## src/rtl/core/swp_pkg.sv

```systemverilog
// ----------------------------------------------------------------------------
// swp_pkg
// Types, constants and helpers shared by the script line word splitter.
// ----------------------------------------------------------------------------
package swp_pkg;

    localparam int MAX_WORDS_BOUND    = 16;
    localparam int MAX_WORD_LEN_BOUND = 64;

    localparam int BYTE_W   = 8;
    localparam int WIDX_W   = 4;
    localparam int POS_W    = 7;
    localparam int COUNT_W  = 5;
    localparam int CFG_IDX_W  = 1;
    localparam int CFG_DATA_W = 7;
    localparam int NSLOT    = 3;
    localparam int SLOT_W   = 2;

    localparam logic [COUNT_W-1:0] MW_BOUND = COUNT_W'(MAX_WORDS_BOUND);
    localparam logic [POS_W-1:0]   ML_BOUND = POS_W'(MAX_WORD_LEN_BOUND);

    localparam logic [BYTE_W-1:0] CH_SPACE = 8'h20;
    localparam logic [BYTE_W-1:0] CH_TAB   = 8'h09;
    localparam logic [BYTE_W-1:0] CH_COMMA = 8'h2C;
    localparam logic [BYTE_W-1:0] CH_SEMI  = 8'h3B;

    localparam logic [CFG_IDX_W-1:0] CFG_MAX_WORDS    = 1'b0;
    localparam logic [CFG_IDX_W-1:0] CFG_MAX_WORD_LEN = 1'b1;

    localparam logic ERR_WORDS = 1'b0;
    localparam logic ERR_LEN   = 1'b1;

    typedef enum logic [1:0] {
        K_BYTE = 2'd0,
        K_END  = 2'd1,
        K_DONE = 2'd2,
        K_ERR  = 2'd3
    } t_kind;

    typedef struct packed {
        logic [BYTE_W-1:0] in_byte;
        logic              has_byte;
        logic              line_end;
    } t_item;

    typedef struct packed {
        t_kind              kind;
        logic [WIDX_W-1:0]  word_index;
        logic [POS_W-1:0]   byte_pos;
        logic [BYTE_W-1:0]  word_byte;
        logic [COUNT_W-1:0] word_count;
        logic               error_code;
        logic               last;
    } t_result;

    typedef struct packed {
        t_result [NSLOT-1:0] slot;
        logic [SLOT_W-1:0]   cnt;
    } t_bundle;

    function automatic t_result mk_result(
        input t_kind              kind,
        input logic [COUNT_W-1:0] widx,
        input logic [POS_W-1:0]   pos,
        input logic [BYTE_W-1:0]  data,
        input logic [COUNT_W-1:0] count,
        input logic               err
    );
        t_result r;
        r.kind       = kind;
        r.word_index = widx[WIDX_W-1:0];
        r.byte_pos   = pos;
        r.word_byte  = data;
        r.word_count = count;
        r.error_code = err;
        r.last       = 1'b0;
        return r;
    endfunction

endpackage

```

## src/rtl/core/swp_if.sv

```systemverilog
// ----------------------------------------------------------------------------
// swp_in_if / swp_out_if
// Valid/ready channels for line bytes in and results out.
// ----------------------------------------------------------------------------
interface swp_in_if;
    logic                       valid;
    logic                       ready;
    logic [swp_pkg::BYTE_W-1:0] in_byte;
    logic                       has_byte;
    logic                       line_end;

    modport source (output valid, in_byte, has_byte, line_end, input ready);
    modport sink   (input valid, in_byte, has_byte, line_end, output ready);
endinterface

interface swp_out_if;
    logic                        valid;
    logic                        ready;
    logic [1:0]                  kind;
    logic [swp_pkg::WIDX_W-1:0]  word_index;
    logic [swp_pkg::POS_W-1:0]   byte_pos;
    logic [swp_pkg::BYTE_W-1:0]  word_byte;
    logic [swp_pkg::COUNT_W-1:0] word_count;
    logic                        error_code;
    logic                        last;

    modport source (output valid, kind, word_index, byte_pos, word_byte, word_count,
                    error_code, last, input ready);
    modport sink   (input valid, kind, word_index, byte_pos, word_byte, word_count,
                    error_code, last, output ready);
endinterface

```

## src/rtl/core/script_line_word_splitter.sv

```systemverilog
// ----------------------------------------------------------------------------
// script_line_word_splitter
// Splits script line bytes into words, end markers, done and error results.
// ----------------------------------------------------------------------------
// Usage:
//   i_req carries one request per line byte (in_byte, has_byte, line_end);
//   has_byte low with line_end high only closes the line. o_res carries
//   results: word bytes, word ends, line done with the word count, or an
//   error; last marks the final result of a request.
//   i_cfg_we/i_cfg_idx/i_cfg_data write max_words (index 0) and
//   max_word_len (index 1); the user must write them only while idle, as
//   the block does not enforce it. A request's first result is registered,
//   shown in the cycle after acceptance. Throughput: one request per cycle
//   while each yields at most one result and the receiver is ready; else the
//   next waits until the last result is taken, one result a cycle when ready.
//   Reset clears the line state, restores the limits to 16 and 64 and empties
//   the output register. When the receiver stalls, the pending result holds
//   and i_req.ready drops once the next request cannot be taken.
// ----------------------------------------------------------------------------
module script_line_word_splitter (
    input  logic                            i_clk,
    input  logic                            i_rst_n,
    input  logic                            i_cfg_we,
    input  logic [swp_pkg::CFG_IDX_W-1:0]   i_cfg_idx,
    input  logic [swp_pkg::CFG_DATA_W-1:0]  i_cfg_data,
    swp_in_if.sink                          i_req,
    swp_out_if.source                       o_res
);

    swp_pkg::t_item   item;
    swp_pkg::t_bundle bundle;
    swp_pkg::t_result res;
    logic             load_ok;
    logic             fire;

    assign item.in_byte  = i_req.in_byte;
    assign item.has_byte = i_req.has_byte;
    assign item.line_end = i_req.line_end;

    assign i_req.ready = load_ok;
    assign fire        = i_req.valid && load_ok;

    swp_step u_step (
        .i_clk      (i_clk),
        .i_rst_n    (i_rst_n),
        .i_cfg_we   (i_cfg_we),
        .i_cfg_idx  (i_cfg_idx),
        .i_cfg_data (i_cfg_data),
        .i_fire     (fire),
        .i_item     (item),
        .o_bundle   (bundle)
    );

    swp_emit u_emit (
        .i_clk     (i_clk),
        .i_rst_n   (i_rst_n),
        .i_fire    (fire),
        .i_bundle  (bundle),
        .o_load_ok (load_ok),
        .o_valid   (o_res.valid),
        .i_ready   (o_res.ready),
        .o_result  (res)
    );

    assign o_res.kind       = res.kind;
    assign o_res.word_index = res.word_index;
    assign o_res.byte_pos   = res.byte_pos;
    assign o_res.word_byte  = res.word_byte;
    assign o_res.word_count = res.word_count;
    assign o_res.error_code = res.error_code;
    assign o_res.last       = res.last;

endmodule

```

## src/rtl/core/swp_step.sv

```systemverilog
// ----------------------------------------------------------------------------
// swp_step
// Line state, limit registers and per-request result generation.
// ----------------------------------------------------------------------------
module swp_step (
    input  logic                            i_clk,
    input  logic                            i_rst_n,
    input  logic                            i_cfg_we,
    input  logic [swp_pkg::CFG_IDX_W-1:0]   i_cfg_idx,
    input  logic [swp_pkg::CFG_DATA_W-1:0]  i_cfg_data,
    input  logic                            i_fire,
    input  swp_pkg::t_item                  i_item,
    output swp_pkg::t_bundle                o_bundle
);

    logic [swp_pkg::COUNT_W-1:0] r_max_words;
    logic [swp_pkg::POS_W-1:0]   r_max_len;
    logic [swp_pkg::COUNT_W-1:0] r_words, n_words;
    logic [swp_pkg::POS_W-1:0]   r_bytes, n_bytes;
    logic                        r_skip, n_skip;

    logic [swp_pkg::COUNT_W-1:0] mw;
    logic [swp_pkg::POS_W-1:0]   ml;

    assign mw = (r_max_words > swp_pkg::MW_BOUND) ? swp_pkg::MW_BOUND : r_max_words;
    assign ml = (r_max_len > swp_pkg::ML_BOUND) ? swp_pkg::ML_BOUND : r_max_len;

    always_comb begin
        swp_pkg::t_bundle            b;
        logic [swp_pkg::SLOT_W-1:0]  cnt;
        logic [swp_pkg::COUNT_W-1:0] w;
        logic [swp_pkg::POS_W-1:0]   p;
        logic                        s;
        logic                        act;
        logic                        sep;
        logic                        semi;

        b    = '0;
        cnt  = '0;
        w    = r_words;
        p    = r_bytes;
        s    = r_skip;
        act  = i_item.has_byte && !r_skip;
        sep  = (i_item.in_byte == swp_pkg::CH_SPACE) || (i_item.in_byte == swp_pkg::CH_TAB)
            || (i_item.in_byte == swp_pkg::CH_COMMA);
        semi = (i_item.in_byte == swp_pkg::CH_SEMI);

        if (act) begin
            if (sep || semi) begin
                if (p != '0) begin
                    b.slot[cnt] = swp_pkg::mk_result(swp_pkg::K_END, w, p, '0, '0, 1'b0);
                    cnt = cnt + 2'd1;
                    w   = w + 5'd1;
                    p   = '0;
                end
                if (semi) begin
                    b.slot[cnt] = swp_pkg::mk_result(swp_pkg::K_DONE, '0, '0, '0, w, 1'b0);
                    cnt = cnt + 2'd1;
                    s   = 1'b1;
                end
            end else if (w >= mw) begin
                b.slot[cnt] = swp_pkg::mk_result(swp_pkg::K_ERR, '0, '0, '0, '0,
                                                 swp_pkg::ERR_WORDS);
                cnt = cnt + 2'd1;
                s   = 1'b1;
            end else if (p >= ml) begin
                b.slot[cnt] = swp_pkg::mk_result(swp_pkg::K_ERR, '0, '0, '0, '0,
                                                 swp_pkg::ERR_LEN);
                cnt = cnt + 2'd1;
                s   = 1'b1;
            end else begin
                b.slot[cnt] = swp_pkg::mk_result(swp_pkg::K_BYTE, w, p, i_item.in_byte,
                                                 '0, 1'b0);
                cnt = cnt + 2'd1;
                p   = p + 7'd1;
            end
        end

        if (i_item.line_end) begin
            if (!s) begin
                if (p != '0) begin
                    b.slot[cnt] = swp_pkg::mk_result(swp_pkg::K_END, w, p, '0, '0, 1'b0);
                    cnt = cnt + 2'd1;
                    w   = w + 5'd1;
                end
                b.slot[cnt] = swp_pkg::mk_result(swp_pkg::K_DONE, '0, '0, '0, w, 1'b0);
                cnt = cnt + 2'd1;
            end
            w = '0;
            p = '0;
            s = 1'b0;
        end

        if (cnt != '0) begin
            b.slot[cnt - 2'd1].last = 1'b1;
        end
        b.cnt    = cnt;
        o_bundle = b;
        n_words  = w;
        n_bytes  = p;
        n_skip   = s;
    end

    always_ff @(posedge i_clk) begin
        if (!i_rst_n) begin
            r_max_words <= swp_pkg::MW_BOUND;
            r_max_len   <= swp_pkg::ML_BOUND;
        end else if (i_cfg_we) begin
            case (i_cfg_idx)
                swp_pkg::CFG_MAX_WORDS:    r_max_words <= i_cfg_data[swp_pkg::COUNT_W-1:0];
                swp_pkg::CFG_MAX_WORD_LEN: r_max_len   <= i_cfg_data;
                default: ;
            endcase
        end
    end

    always_ff @(posedge i_clk) begin
        if (!i_rst_n) begin
            r_words <= '0;
            r_bytes <= '0;
            r_skip  <= 1'b0;
        end else if (i_fire) begin
            r_words <= n_words;
            r_bytes <= n_bytes;
            r_skip  <= n_skip;
        end
    end

    a_line_end_clears: assert property (@(posedge i_clk) disable iff (!i_rst_n)
        i_fire && i_item.line_end |=> (r_words == '0) && (r_bytes == '0) && !r_skip)
        else $error("line state not cleared at line end");

    a_bytes_bound: assert property (@(posedge i_clk) disable iff (!i_rst_n)
        (r_bytes <= swp_pkg::ML_BOUND) && (r_words <= swp_pkg::MW_BOUND))
        else $error("word or byte count beyond bound");

endmodule

```

## src/rtl/core/swp_emit.sv

```systemverilog
// ----------------------------------------------------------------------------
// swp_emit
// Result register: holds up to three results of one request, sends one a cycle while i_ready.
// ----------------------------------------------------------------------------
module swp_emit (
    input  logic              i_clk,
    input  logic              i_rst_n,
    input  logic              i_fire,
    input  swp_pkg::t_bundle  i_bundle,
    output logic              o_load_ok,
    output logic              o_valid,
    input  logic              i_ready,
    output swp_pkg::t_result  o_result
);

    swp_pkg::t_result [swp_pkg::NSLOT-1:0] r_slot;
    logic [swp_pkg::SLOT_W-1:0]            r_cnt;
    logic                                  take;

    assign o_valid   = (r_cnt != '0);
    assign take      = o_valid && i_ready;
    assign o_load_ok = (r_cnt == '0) || ((r_cnt == 2'd1) && i_ready);
    assign o_result  = r_slot[0];

    always_ff @(posedge i_clk) begin
        if (!i_rst_n) begin
            r_cnt <= '0;
        end else if (i_fire) begin
            r_cnt <= i_bundle.cnt;
        end else if (take) begin
            r_cnt <= r_cnt - 2'd1;
        end
    end

    always_ff @(posedge i_clk) begin
        if (i_fire) begin
            r_slot <= i_bundle.slot;
        end else if (take) begin
            r_slot[0] <= r_slot[1];
            r_slot[1] <= r_slot[2];
        end
    end

    a_last_on_final: assert property (@(posedge i_clk) disable iff (!i_rst_n)
        (r_cnt == 2'd1) |-> r_slot[0].last)
        else $error("final result of a request without last");

    a_no_early_last: assert property (@(posedge i_clk) disable iff (!i_rst_n)
        (r_cnt > 2'd1) |-> !r_slot[0].last)
        else $error("last flagged before the final result");

endmodule
```

## src/flat_wrapper.sv

```systemverilog
// flat-port wrapper written by rule: the top's interface ports become plain ports
module script_line_word_splitter_flat 
  (i_clk, i_rst_n, i_cfg_we, i_cfg_idx, i_cfg_data, i_req_valid, i_req_in_byte, i_req_has_byte, i_req_line_end, i_req_ready, o_res_valid, o_res_kind, o_res_word_index, o_res_byte_pos, o_res_word_byte, o_res_word_count, o_res_error_code, o_res_last, o_res_ready);
  swp_in_if i_req_i ();
  swp_out_if o_res_i ();
  input  logic i_clk;
  input  logic i_rst_n;
  input  logic i_cfg_we;
  input  logic [swp_pkg::CFG_IDX_W-1:0] i_cfg_idx;
  input  logic [swp_pkg::CFG_DATA_W-1:0] i_cfg_data;
  input wire logic [$bits(i_req_i.valid)-1:0] i_req_valid;
  input wire logic [$bits(i_req_i.in_byte)-1:0] i_req_in_byte;
  input wire logic [$bits(i_req_i.has_byte)-1:0] i_req_has_byte;
  input wire logic [$bits(i_req_i.line_end)-1:0] i_req_line_end;
  output wire logic [$bits(i_req_i.ready)-1:0] i_req_ready;
  output wire logic [$bits(o_res_i.valid)-1:0] o_res_valid;
  output wire logic [$bits(o_res_i.kind)-1:0] o_res_kind;
  output wire logic [$bits(o_res_i.word_index)-1:0] o_res_word_index;
  output wire logic [$bits(o_res_i.byte_pos)-1:0] o_res_byte_pos;
  output wire logic [$bits(o_res_i.word_byte)-1:0] o_res_word_byte;
  output wire logic [$bits(o_res_i.word_count)-1:0] o_res_word_count;
  output wire logic [$bits(o_res_i.error_code)-1:0] o_res_error_code;
  output wire logic [$bits(o_res_i.last)-1:0] o_res_last;
  input wire logic [$bits(o_res_i.ready)-1:0] o_res_ready;
  assign i_req_i.valid = i_req_valid;
  assign i_req_i.in_byte = i_req_in_byte;
  assign i_req_i.has_byte = i_req_has_byte;
  assign i_req_i.line_end = i_req_line_end;
  assign i_req_ready = i_req_i.ready;
  assign o_res_valid = o_res_i.valid;
  assign o_res_kind = o_res_i.kind;
  assign o_res_word_index = o_res_i.word_index;
  assign o_res_byte_pos = o_res_i.byte_pos;
  assign o_res_word_byte = o_res_i.word_byte;
  assign o_res_word_count = o_res_i.word_count;
  assign o_res_error_code = o_res_i.error_code;
  assign o_res_last = o_res_i.last;
  assign o_res_i.ready = o_res_ready;
  script_line_word_splitter u_core (.i_clk(i_clk), .i_rst_n(i_rst_n), .i_cfg_we(i_cfg_we), .i_cfg_idx(i_cfg_idx), .i_cfg_data(i_cfg_data), .i_req(i_req_i), .o_res(o_res_i));
endmodule
```

## config.mk

```make
export PLATFORM = sky130hd
export DESIGN_NAME = script_line_word_splitter_flat
export DESIGN_NICKNAME = d
export VERILOG_FILES = /design/src/rtl/core/swp_pkg.sv /design/src/rtl/core/swp_if.sv /design/src/rtl/core/script_line_word_splitter.sv /design/src/rtl/core/swp_step.sv /design/src/rtl/core/swp_emit.sv /design/src/flat_wrapper.sv
export SDC_FILE = /design/constraint.sdc
export NUM_CORES = 1
export LEC_CHECK = 0
export BUFFER_PORTS_ARGS = -buffer_cell sky130_fd_sc_hd__buf_4
export CAP_MARGIN = 10
export CORE_MARGIN = 1
export CORE_UTILIZATION = 45
export CTS_BUF_LIST = sky130_fd_sc_hd__clkbuf_2 sky130_fd_sc_hd__clkbuf_4 sky130_fd_sc_hd__clkbuf_8
export DETAILED_ROUTE_END_ITERATION = 7
export PLACE_DENSITY_LB_ADDON = 0.12
export SYNTH_ARGS = -nofsm -noshare
export SYNTH_HDL_FRONTEND = slang
export SYNTH_SLANG_ARGS = --single-unit
```

## constraint.sdc

```tcl
create_clock -name i_clk -period 10.6 [get_ports i_clk]
set_input_delay 2.12 -clock i_clk [delete_from_list [all_inputs] [get_ports i_clk]]
set_output_delay 2.12 -clock i_clk [all_outputs]
set_load 0.02 [all_outputs]
```

## Word level (Yosys, flattened, before mapping)

Cells that the tools add are included.

| word-level totals | value |
|---|---|
| register bits after elaboration | 111 |
| latch bits | 0 |
| RAM bits | 0 |
| memory bits (read-only) | 0 |
| bits of input ports | 23 |
| output and inout port bits | 30 |
| word-level logic and storage cells | 139 |
| memories | 0 |

| operators by class | value |
|---|---|
| add/sub/neg operators | 8 |
| multiply operators | 0 |
| divide/modulo/power cells | 0 |
| order comparisons | 12 |
| equal/unequal tests | 5 |
| shift-type cells | 0 |
| multiplexer cells | 65 |
| bitwise logic cells | 1 |
| reduce and logical (&&, ||, !) cells | 21 |

Operators with widths:

| operator | count |
|---|---|
| 84-bit 2-to-1 mux | 8 |
| 84-bit bitwise mux | 4 |
| 28-bit demux with 2-bit select | 4 |
| 28-bit 2-to-1 mux | 8 |
| 56-bit 2-to-1 mux | 3 |
| 5-bit 2-to-1 mux | 10 |
| 7-bit 2-to-1 mux | 7 |
| 27-bit 2-to-1 mux | 1 |
| 8-bit by 6-bit == test with 1-bit output (second input constant) | 3 |
| 2-bit 2-to-1 mux | 12 |
| 7-bit nonzero test | 2 |
| 2-bit by 3-bit < comparator with 1-bit output (second input constant) | 4 |
| 5-bit by 1-bit adder with 5-bit output (second input constant) | 2 |
| 8-bit by 4-bit == test with 1-bit output (second input constant) | 1 |
| 2-bit by 1-bit greater-or-equal comparator with 1-bit output (second input constant) | 4 |
| 1-bit logical AND | 8 |
| 1-bit 2-to-1 mux | 8 |
| 7-bit by 1-bit adder with 7-bit output (second input constant) | 1 |
| 7-bit greater-or-equal comparator | 1 |
| 7-bit greater-than comparator (second input constant) | 1 |
| 2-bit by 1-bit adder with 2-bit output (second input constant) | 3 |
| 2-bit nonzero test | 3 |
| 5-bit greater-or-equal comparator | 1 |
| 5-bit greater-than comparator (second input constant) | 1 |
| other kinds (7) | 12 |

## Logic depth before layout (Yosys ltp)

Gate-level depths: netlist (run 1).

| depth | value |
|---|---|
| depth in word-level cells | 25 |
| gate-level depth with buffers | 20 |
| gate-level depth less buffers | 19 |

## Cells and area by module

A second synthesis (run 1) with hierarchy kept.

| second synthesis, totals | value |
|---|---|
| cell total of the unflattened synthesis | 617 |
| area total of the unflattened synthesis | 6,820.3 um2 |

By module, submodules not included:

| module | instances | cells each | area an instance (um2) |
|---|---|---|---|
| swp_emit | 1 | 194 | 3,592.2 |
| swp_step | 1 | 422 | 3,221.8 |
| script_line_word_splitter | 1 | 1 | 6.3 |

## Least setup slack after synthesis (run 1)

Ideal clock, no wire load.

| timing path | value |
|---|---|
| path kind | input port to flip-flop |
| from | input port i_req_in_byte[6] |
| to | register u_core.u_emit.r_slot, in the netlist u_core.u_emit.o_result[10], data pin |
| setup time | 0.132 ns |
| arrival | 5.489 ns |
| setup slack | 4.979 ns |
| cell stages on the path | 15 |
| buffers on the path | 2 |
| path through | or4_1 -> nor2_2 -> a21o_2 -> buf_6 -> a211oi_1 -> a211o_1 -> nor4_4 -> nand2_1 -> xnor2_1 -> inv_1 -> ha_1 -> a21o_1 -> a21oi_2 -> buf_2 -> and3_1 |

| on the way | value |
|---|---|
| word-level cells in the longest chain between the ends | 20 |

RTL lines:

| what | line | text |
|---|---|---|
| start: declaration | flat_wrapper.sv:12 | `input wire logic [$bits(i_req_i.in_byte)-1:0] i_req_in_byte;` |
| 8-bit by 6-bit == test with 1-bit output or 8-bit by 4-bit == test with 1-bit output (tied branches) | swp_step.sv:44 | `sep = (i_item.in_byte == swp_pkg::CH_SPACE) \|\| (i_item.in_byte == swp_pkg::CH_TAB)` |
| 1-bit logical OR | swp_step.sv:44 |  |
| 1-bit logical OR | swp_step.sv:45 | `\|\| (i_item.in_byte == swp_pkg::CH_COMMA);` |
| 1-bit logical OR | swp_step.sv:49 | `if (sep \|\| semi) begin` |
| 2-bit 2-to-1 mux or 7-bit 2-to-1 mux (tied branches) | swp_step.sv:49 |  |
| 2-bit 2-to-1 mux or 7-bit 2-to-1 mux (tied branches) | swp_step.sv:48 | `if (act) begin` |
| 2-bit by 1-bit adder with 2-bit output, or another cell as far along | swp_step.sv:83 | `cnt = cnt + 2'd1;` |
| 2-bit 2-to-1 mux or 1-bit logical AND (tied branches) | swp_step.sv:81, swp_step.sv:82 |  |
| [... 4 more ...] | - |  |
| 28-bit 2-to-1 mux (implied by the code) or 84-bit 2-to-1 mux (tied branches) | swp_step.sv:86, swp_step.sv:80 |  |
| 28-bit demux with 2-bit select or 84-bit 2-to-1 mux (tied branches) | swp_step.sv:86, swp_step.sv:79 |  |
| 84-bit bitwise mux | swp_step.sv:86 | `b.slot[cnt] = swp_pkg::mk_result(swp_pkg::K_DONE, '0, '0, '0, w, 1'b0);` |
| 84-bit 2-to-1 mux | swp_step.sv:80 | `if (!s) begin` |
| 84-bit 2-to-1 mux | swp_step.sv:79 | `if (i_item.line_end) begin` |
| 84-bit bitwise mux | swp_step.sv:95 | `b.slot[cnt - 2'd1].last = 1'b1;` |
| 84-bit 2-to-1 mux * | swp_step.sv:94 | `if (cnt != '0) begin` |
| 56-bit 2-to-1 mux * | swp_emit.sv:36 | `if (i_fire) begin` |
| end signal: assignment | swp_emit.sv:37 | `r_slot <= i_bundle.slot;` |
| end: declaration | swp_emit.sv:16 | `swp_pkg::t_result [swp_pkg::NSLOT-1:0] r_slot;` |

Every way passes the cells marked *; elsewhere a longest branch is shown, timed or not. The select of a mux whose other input is x is not followed.
A chain may end at the register's enable or synchronous reset.

## Worst setup path in the final report (run 1)

| timing path | value |
|---|---|
| from | input port i_req_in_byte[6] |
| to | register u_core.u_emit.r_slot, in the netlist u_core.u_emit.o_result[7], data pin |

The elaborated chain is that of the path after synthesis.

==> impl_metrics.ini, run 1 <==
[logic_synthesis]
ys_seq_area_share_pct = 45.4
yosysWarnings = 0
synth_edf_count = 66
yosys.area.top_type_share_pct = 35.6
syn_area_per_cell_um2 = 9.95
syn-instance-count = 559
ys_types = 68
synth_nets = 613
synth-main-ff-cell = edfxtp_1
synth.area.top_cells = edfxtp_1, dfxtp_1, ha_1, nand2_1, buf_4
synth_area_leader_cell = edfxtp_1
async_flop_share_pct = 0
ys_seq_elements = 93
synth.cell_area_mm2 = 0.00556

[timing]
max_freq_ghz = 0.161
fin_skew_ns = 0.0162
finalSetupTns_ns = 0
hold_viol = 0
setup_viol = 0
layout_min_cycle_time_ns = 6.20
drv_slew = 0
fin_crit_sh_pct = 58.5
setup_slack_ns = 4.40
worst_pin_slew_ns = 1.04
maxSlewHeadroom_pct = 29.8
rsz0062_at_grt = no

[finish]
fin_area_mm2 = 0.00605
num-fill-cells = 1145
final_cells = 724
syn_to_final_growth_pct = 8.77
final_util_pct = 50.4
nets = 626
diodes = 0
drive_above_1_share_pct = 16.8

[critical_path]
crit_path_top_delay_cell = or4_1
crit_path_end_kind = flop
start_kind = input port
cp_cell_sequence = buf_4, or4_1, nor2_2, a21o_2, nor4_1, a311o_1, nor3_2, nand2_1, xnor2_1, inv_1, ha_1, a21o_1, a21oi_2, and3_1
slowest_delay_ns = 0.59
critPathArrivalTime_ns = 6.44
setup.worst_path.class = in2reg
cp.required_ns = 10.84
crit_fanout = 19

[clocking]
cts-root-buf = clkbuf_8
cts_buffers = 9
clk_latency_ns = 0.37
cts_max_level = 3
cts_resized = 0
cts_buffer_depth = 2
cts_tree = done
cts_sinks = 93
post-cts-setup-buffer-count = 0
clkSlewWorstSetupHoldPaths_ns = 0.09
ctsHoldBuffers = 0

[route]
final_antenna_net_count = 0
viasPerCell = 5.91
first_pass_iters = 5
drcViolationCount = 0
drtIter0Drc = 355
routed_wl_mm = 13.9
wl_per_cell_um = 19.2
num_vias = 4279

[grt]
grt_overflow_total = 0
antenna_found_initial = 0
grt_first_pass_wirelength_mm = 22.0
grt_max_degree = 60
grt_pass1_vias = 4092
track_usage_pct = 22.6

[floorplanning]
rows = 40
die-area_mm2 = 0.0128
fp.dieH_um = 113
ios = 53
start_util_pct = 46.3
core_mm2 = 0.0120
chipWidth_um = 113

[placed_design]
hpwl_mm = 10.1
gp_congestion = 0.890
dp_slack_ns = 4.11
port_buffers = 52
placed_cells = 708
place_area_mm2 = 0.00586

[power_and_ir_drop]
p_int_uw = 728
power_frac_clock_pct = 21.8
p_switching_uw = 353
combPwrFrac_pct = 30.3
switching_share_pct = 32.6
p_seq_share_pct = 47.9
ir_drop_uv = 154
p_leak_uw = 0.00241
powerDensity_mw_per_mm2 = 179

[status]
status = complete, no violations

[job]
cap_viol_max_count = 0

[worst_hold_path]
min_path_type = reg2reg
power by group through the flow:
stage	clock network (uW)	registers [uW]	logic, uW
after floorplan	0	521	254
after global placement	0	525	327
after detailed placement	0	526	331
after CTS	243	519	332
after global routing	252	526	358
final	235	518	328
final cells by class:
type	count	area, um^2	share of cell area (%)
inverter	22	82.6	1.37
timing repair buffer	56	420	6.95
tap	147	184	3.04
multi-input combinational	390	2650	43.8
clock buffer	11	139	2.30
sequential	93	2520	41.7
clock inverter	5	51.3	0.848
registers in the layout, summed over array words and instances, names as in the netlist:
register	count
u_core.u_step.r_skip	1
u_core.u_step.r_bytes	7
u_core.u_step.r_max_words	5
u_core.u_emit.r_slot	38
u_core.u_step.r_words	5
u_core.u_step.r_max_len	7
u_core.u_emit.r_cnt	2
u_core.u_emit.o_result	28
worst paths after layout:
check / from / endpoint / slack, ns / depth (start not counted)
max: i_req_in_byte[6] / u_core.u_emit.o_result[7] / 4.40 / 14
min reg2reg: u_core.u_emit.r_cnt[1] / u_core.u_emit.r_cnt[1] / 0.46 / 2
min: u_core.u_emit.r_cnt[1] / u_core.u_emit.r_cnt[1] / 0.46 / 2
max reg2reg: u_core.u_step.r_words[0] / u_core.u_emit.o_result[7] / 5.41 / 15
stage by stage:
step           total power [uW]  hold WS, ns
2_1_floorplan               775        0.434
3_3_place_gp                852        0.448
6_report                   1080        0.461
5_1_grt                    1140        0.479
3_5_place_dp                857        0.451
4_1_cts                    1090        0.464
cells in the mapped netlist (4+ instances only):
master / instances
a211oi_1: 5
a21boi_0: 7
a21o_1: 7
a21oi_1: 18
a22o_1: 9
a22oi_1: 12
a31o_2: 10
a31oi_1: 5
and3_1: 13
buf_4: 26
clkbuf_1: 24
dfxtp_1: 27
edfxtp_1: 66
ha_1: 31
inv_1: 22
mux2i_1: 7
nand2_1: 58
nand2b_1: 5
nand3_1: 18
nand3b_1: 4
nand4_1: 10
nor2_1: 31
nor2b_1: 27
nor3_1: 7
nor4_1: 6
o21ai_0: 19
o22ai_1: 5
o31ai_1: 10
or4_1: 4
xnor2_1: 7
xor2_1: 5
cell families (layout without fill, tap and decap cells):
group	count (synthesis)	after routing	share of synthesized area, %
compound gates	139	139	18.2
xor+xnor	12	12	1.89
fa+ha+maj	31	31	6.97
buf+inv	76	94	7.04
flops	93	93	45.4
mux	8	8	1.46
simple gates	200	200	19.1
per-layer routing:
metal	global-route usage, %	share of wire, %
met3	4.50	6.1
met5	0	0
met1	31.3	47
met4	9.65	2.3
met2	34.5	45
placed cells by master (no fill, tap or decap), types with 9 or more instances in the layout:
master,instances
nor2_1,31
nand3_1,18
o21ai_0,19
inv_1,21
nand2_1,57
nand4_1,10
ha_1,31
and3_1,13
edfxtp_1,66
buf_4,56
a22oi_1,12
clkbuf_8,9
nor2b_1,27
o31ai_1,10
a22o_1,9
a21oi_1,18
a31o_2,10
dfxtp_1,27
worst max-delay path, delay by kind of cell:
kind,cells,cell delay [ns]
adders and majority gates,1,0.26
and+or+nand+nor,6,1.92
AOI/OAI and AO/OA,4,1.52
xor gates and xnor gates,1,0.36
buffers and inverters,2,0.23
(Power assumes the default switching activity.)
==> run 2, diff against run 1 <==
Clock period 10.6 ns to 5.32 ns, I/O delays scaled along.
==> run 2 against run 1 <==
Compared with the run above:
- clock power rose by 92%
- worst setup slack got worse by 3.9 ns
- count of clock-buffer cells in the layout fell by 2
- die area did not move
- combinational power rose by 100%
- final area rose by 2.0%
- sequential power rose by 99%
- sequential share of layout area fell by 0.82 points
- register-to-register slack got worse by 4.9 ns
- via count rose by 0.70%
- total power rose by 99%
- global-route usage rose by 0.62 points
- highest routed layer unchanged
==> impl_metrics.ini, run 2 (synthesis results as in run 1) <==
[clocking]
cts_resized = 0
cts_buffer_depth = 2
cts_tree = done
cts_sinks = 93
cts_max_level = 3
post-cts-setup-buffer-count = 0
cts_buffers = 9
ctsHoldBuffers = 0
cts-root-buf = clkbuf_8
clkSlewWorstSetupHoldPaths_ns = 0.08
clk_latency_ns = 0.38

[critical_path]
cp.required_ns = 5.55
critPathBufInv = 4
critPathArrivalTime_ns = 5.07
setup.worst_path.start = u_core.u_step.r_words[0]
start_kind = flop
crit_fanout = 19
r2r-start = u_core.u_step.r_words[0]
path_delay_family = compound AO/OA/AOI/OAI gates
setup.worst_path.class = reg2reg
crit_path_end_kind = flop
cp_cell_sequence = inv_1, ha_1, nand2b_1, a31oi_1, o21bai_1, nor4_1, a311o_1, nor3_2, nand2_1, xnor2_1, inv_1, ha_1, buf_4, a21o_1, a21oi_2, buf_12, and3_1
crit_path_top_delay_cell = o21bai_1
slowest_delay_ns = 0.83

[route]
routed_wl_mm = 14.0
viasPerCell = 5.83
drcViolationCount = 0
wl_per_cell_um = 19.0
first_pass_iters = 5
num_vias = 4309
final_antenna_net_count = 0
drtIter0Drc = 296

[status]
status = complete, no violations

[grt]
grt_max_degree = 59
grt_overflow_total = 0
antenna_found_initial = 0
grt_first_pass_wirelength_mm = 22.5
track_usage_pct = 23.2
grt_pass1_vias = 4105

[timing]
fin_crit_sh_pct = 91.0
rsz0062_at_grt = no
max_freq_ghz = 0.207
setup_slack_ns = 0.480
fin_skew_ns = 0.0118
worst_pin_slew_ns = 1.03
hold_viol = 0
drv_slew = 0
finalSetupTns_ns = 0
layout_min_cycle_time_ns = 4.84
setup_viol = 0
maxSlewHeadroom_pct = 31.2

[placed_design]
place_area_mm2 = 0.00599
dp_slack_ns = 0.387
hpwl_mm = 10.4
port_buffers = 52
gp_congestion = 0.958

[power_and_ir_drop]
powerDensity_mw_per_mm2 = 348
p_leak_uw = 0.00248
fin_total_pwr_uw = 2150
ir_drop_uv = 296

[floorplanning]
chipWidth_um = 113
ios = 53
start_util_pct = 46.3
core_mm2 = 0.0120
fp.dieH_um = 113
die-area_mm2 = 0.0128
rows = 40

[finish]
regMostFlops = u_core.u_emit.r_slot
syn_to_final_growth_pct = 11.0
layout_commonest_cell = buf_4
final_cell_mix = buf_4, edfxtp_1, nand2_1
largest_reg_flops = 38
diodes = 0
nets = 642
fin_area_mm2 = 0.00617
drive_above_1_share_pct = 18.9

[worst_hold_path]
min_path_type = reg2reg
min-delay-start = u_core.u_emit.r_cnt[1]

[job]
cap_viol_max_count = 0
-- run 2: cell count changes in the layout (fill, tap and decap cells not counted), sizes merged --
cell and change:
clkbuf -2, buf +16, clkinv -1, clkinvlp +2
-- run 2: worst reg2reg max path, cell delays in order (launching register included) --
cell and delay, ns:
dfxtp_1 0.55, inv_1 0.20, ha_1 0.31, nand2b_1 0.09, a31oi_1 0.10, o21bai_1 0.83
nor4_1 0.17, a311o_1 0.43, nor3_2 0.39, nand2_1 0.20, xnor2_1 0.29, inv_1 0.10
ha_1 0.23, buf_4 0.15, a21o_1 0.16, a21oi_2 0.15, buf_12 0.17, and3_1 0.18
-- run 2: stage by stage --
stage	std cells	util (%)	hold WS (ns)
CTS	739	51.4	0.464
detailed placement	724	49.9	0.453
global placement	724	49.9	0.448
finish	739	51.4	0.461
floorplan	559	-	0.434
global route	739	51.4	0.496
-- run 2: final cells by class --
cell class	instances	area [um^2]
Inverter	22	82.6
Fill cell	1136	5840
Multi-Input combinational cell	390	2650
Tap cell	147	184
Clock inverter	6	55.1
Clock buffer	9	124
Timing Repair Buffer	72	553
Sequential cell	93	2520
-- run 2: power by group --
group	internal, uW	switching [uW]	total (uW)	leakage [uW]
combinational	253	412	666	0.00151
sequential	984	48.4	1030	0.000885
clock	209	242	452	0.0000861
total	1450	703	2150	0.00248
-- run 2: worst paths after layout --
kind / endpoint / slack (ns) / cells past startpoint
max: u_core.u_emit.o_result[9] / 0.48 / 17
min: u_core.u_emit.r_cnt[1] / 0.46 / 2
max reg2reg: u_core.u_emit.o_result[9] / 0.48 / 17
min reg2reg: u_core.u_emit.r_cnt[1] / 0.46 / 2
-- run 2: layer usage --
layer | up-vias | global-route usage [%] | routed length (um)
met2 | 120 | 34.7 | 6240
met4 | 0 | 10.0 | 387
met3 | 23 | 3.54 | 664
met1 | 2063 | 33.4 | 6750
li1 | 2103 | - | -
met5 | - | 0 | 0
==> run 3, diff against run 2 <==
Settings changed: GPL_TIMING_DRIVEN set to 0, RECOVER_POWER set to 100.
==> run 3 against run 2 <==
Compared with the run above:
- the run now ends with max-capacitance violations, max-slew violations left
- critical path type is now in2reg
- final area rose by 2.4%
- via count rose by 4.8%
- highest routed layer unchanged
- combinational power rose by 7.7%
- worst setup slack got worse by 0.13 ns
- critical path depth fell by 2
- die area did not move
- non-clock buffer count rose by 36
- global-route usage rose by 0.66 points
- total power rose by 9.9%
- register-to-register slack got worse by 0.08 ns
==> impl_metrics.ini, run 3 (synthesis results as in run 1) <==
[clocking]
cts_tree = done
cts_sinks = 93
cts_buffer_depth = 2
cts_max_level = 3
cts_buffers = 9
clkSlewWorstSetupHoldPaths_ns = 0.09
ctsHoldBuffers = 0
cts-root-buf = clkbuf_8
clk_latency_ns = 0.38

[placed_design]
port_buffers = 49
place_area_mm2 = 0.00615
placed_cells = 757
hpwl_mm = 10.9
dp_slack_ns = -0.306
gp_congestion = 0.885

[floorplanning]
core_mm2 = 0.0120
start_util_pct = 46.3
die-area_mm2 = 0.0128
chipWidth_um = 113
ios = 53
fp.dieH_um = 113
rows = 40

[timing]
rsz0062_at_grt = no
layout_min_cycle_time_ns = 4.97
drv_slew = 45
fin_skew_ns = 0.00980
hold_viol = 0
setup_slack_ns = 0.353
worst_pin_slew_ns = 2.37
maxSlewHeadroom_pct = -58.3
setup_viol = 0
fin_crit_sh_pct = 93.4
max_freq_ghz = 0.201

[power_and_ir_drop]
p_leak_uw = 0.00250
powerDensity_mw_per_mm2 = 374
fin_total_pwr_uw = 2360
ir_drop_uv = 241

[route]
num_vias = 4517
drtIter0Drc = 407
routed_wl_mm = 14.4
drcViolationCount = 0
wl_per_cell_um = 18.6
final_antenna_net_count = 0
first_pass_iters = 5
viasPerCell = 5.82

[finish]
largest_reg_flops = 38
final_cells = 776
final_cell_mix = edfxtp_1, nand2_1, clkbuf_1
drive_above_1_share_pct = 14.9
regMostFlops = u_core.u_emit.r_slot
syn_to_final_growth_pct = 13.6
nets = 678
diodes = 0
layout_commonest_cell = edfxtp_1
fin_area_mm2 = 0.00632

[critical_path]
critPathArrivalTime_ns = 5.21
path_delay_family = simple AND/OR/NAND/NOR gates
crit_path_top_delay_cell = or4b_1
critPathBufInv = 3
slowest_delay_ns = 0.60
crit_fanout = 10
cpMostUsedCell = nor3_4
start_kind = input port
setup.worst_path.class = in2reg
cp.required_ns = 5.56
crit_path_end_kind = flop
cp_cell_sequence = buf_4, or4b_1, nor3_4, a21oi_1, o311a_1, or2_0, nor3_4, nand2_2, xnor2_1, inv_1, ha_1, a21o_1, a21oi_4, clkbuf_2, and3_1

[worst_hold_path]
min_path_type = reg2reg

[grt]
grt_first_pass_wirelength_mm = 23.0
grt_max_degree = 45
grt_overflow_total = 0
antenna_found_initial = 0
grt_pass1_vias = 4301
track_usage_pct = 23.9

[status]
violations = max-capacitance violations, max-slew violations
status = finished with violations

[job]
cap_viol_max_count = 1
-- run 3: cell types whose count changed in the layout (fill, tap and decap cells not counted), moves of 2 or more --
cell and change:
buf_1 +2, buf_4 -26, bufinv_16 +3, clkbuf_1 +52, clkbuf_2 +2, clkbuf_4 +6
-- run 3: path summary, 6_finish.rpt --
kind	slack (ns)	cells after the start	to	from
setup reg to reg	0.40	18	u_core.u_emit.o_result[12]	u_core.u_step.r_max_words[4]
hold / removal	0.47	2	u_core.u_emit.r_cnt[1]	u_core.u_emit.r_cnt[1]
hold reg to reg	0.47	2	u_core.u_emit.r_cnt[1]	u_core.u_emit.r_cnt[1]
setup / recovery	0.35	15	u_core.u_emit.o_result[12]	i_req_in_byte[2]
-- run 3: report_power, final --
part | internal [uW] | switching (uW)
sequential | 988 | 45.2
combinational | 264 | 453
clock | 358 | 254
-- run 3: stage by stage --
stage | hold slack (ns) | util (%) | TNS (ns)
2_1_floorplan | 0.434 | - | 0
3_3_place_gp | 0.449 | 50.9 | -2.17
3_5_place_dp | 0.456 | 51.2 | -2.88
4_1_cts | 0.471 | 53.4 | 0
5_1_grt | 0.502 | 52.6 | 0
6_report | 0.467 | 52.6 | 0
-- run 3: repair_timing --
action / in CTS / in global routing
endpoints found under the setup margin: 10 / 36
pin swaps: 0 / 1
buffers inserted: 0 / 3
resized for setup: 2 / 3
-- run 3: layout make-up --
type                       instances  area [um^2]
fill                            1147         5690
inverter                          22         82.6
clock inverter                     7          138
buffer                            54          310
clock buffer                       9          124
timing repair buffer              54          297
sequential                        93         2520
multi-input combinational        390         2660
tap                              147          184
-- run 3: tightest hold or removal path: stages, from the launching register on --
cell and delay, ns:
dfxtp_1 0.32, nand3_1 0.06, nand2_1 0.05
-- run 3: routing by layer --
metal | routed length (um) | up-vias | track usage [%]
li1 | - | 2181 | -
met1 | 6700 | 2161 | 33.2
met2 | 6470 | 142 | 36.1
met3 | 869 | 33 | 5.36
met4 | 388 | 0 | 9.65
met5 | 0 | - | 0
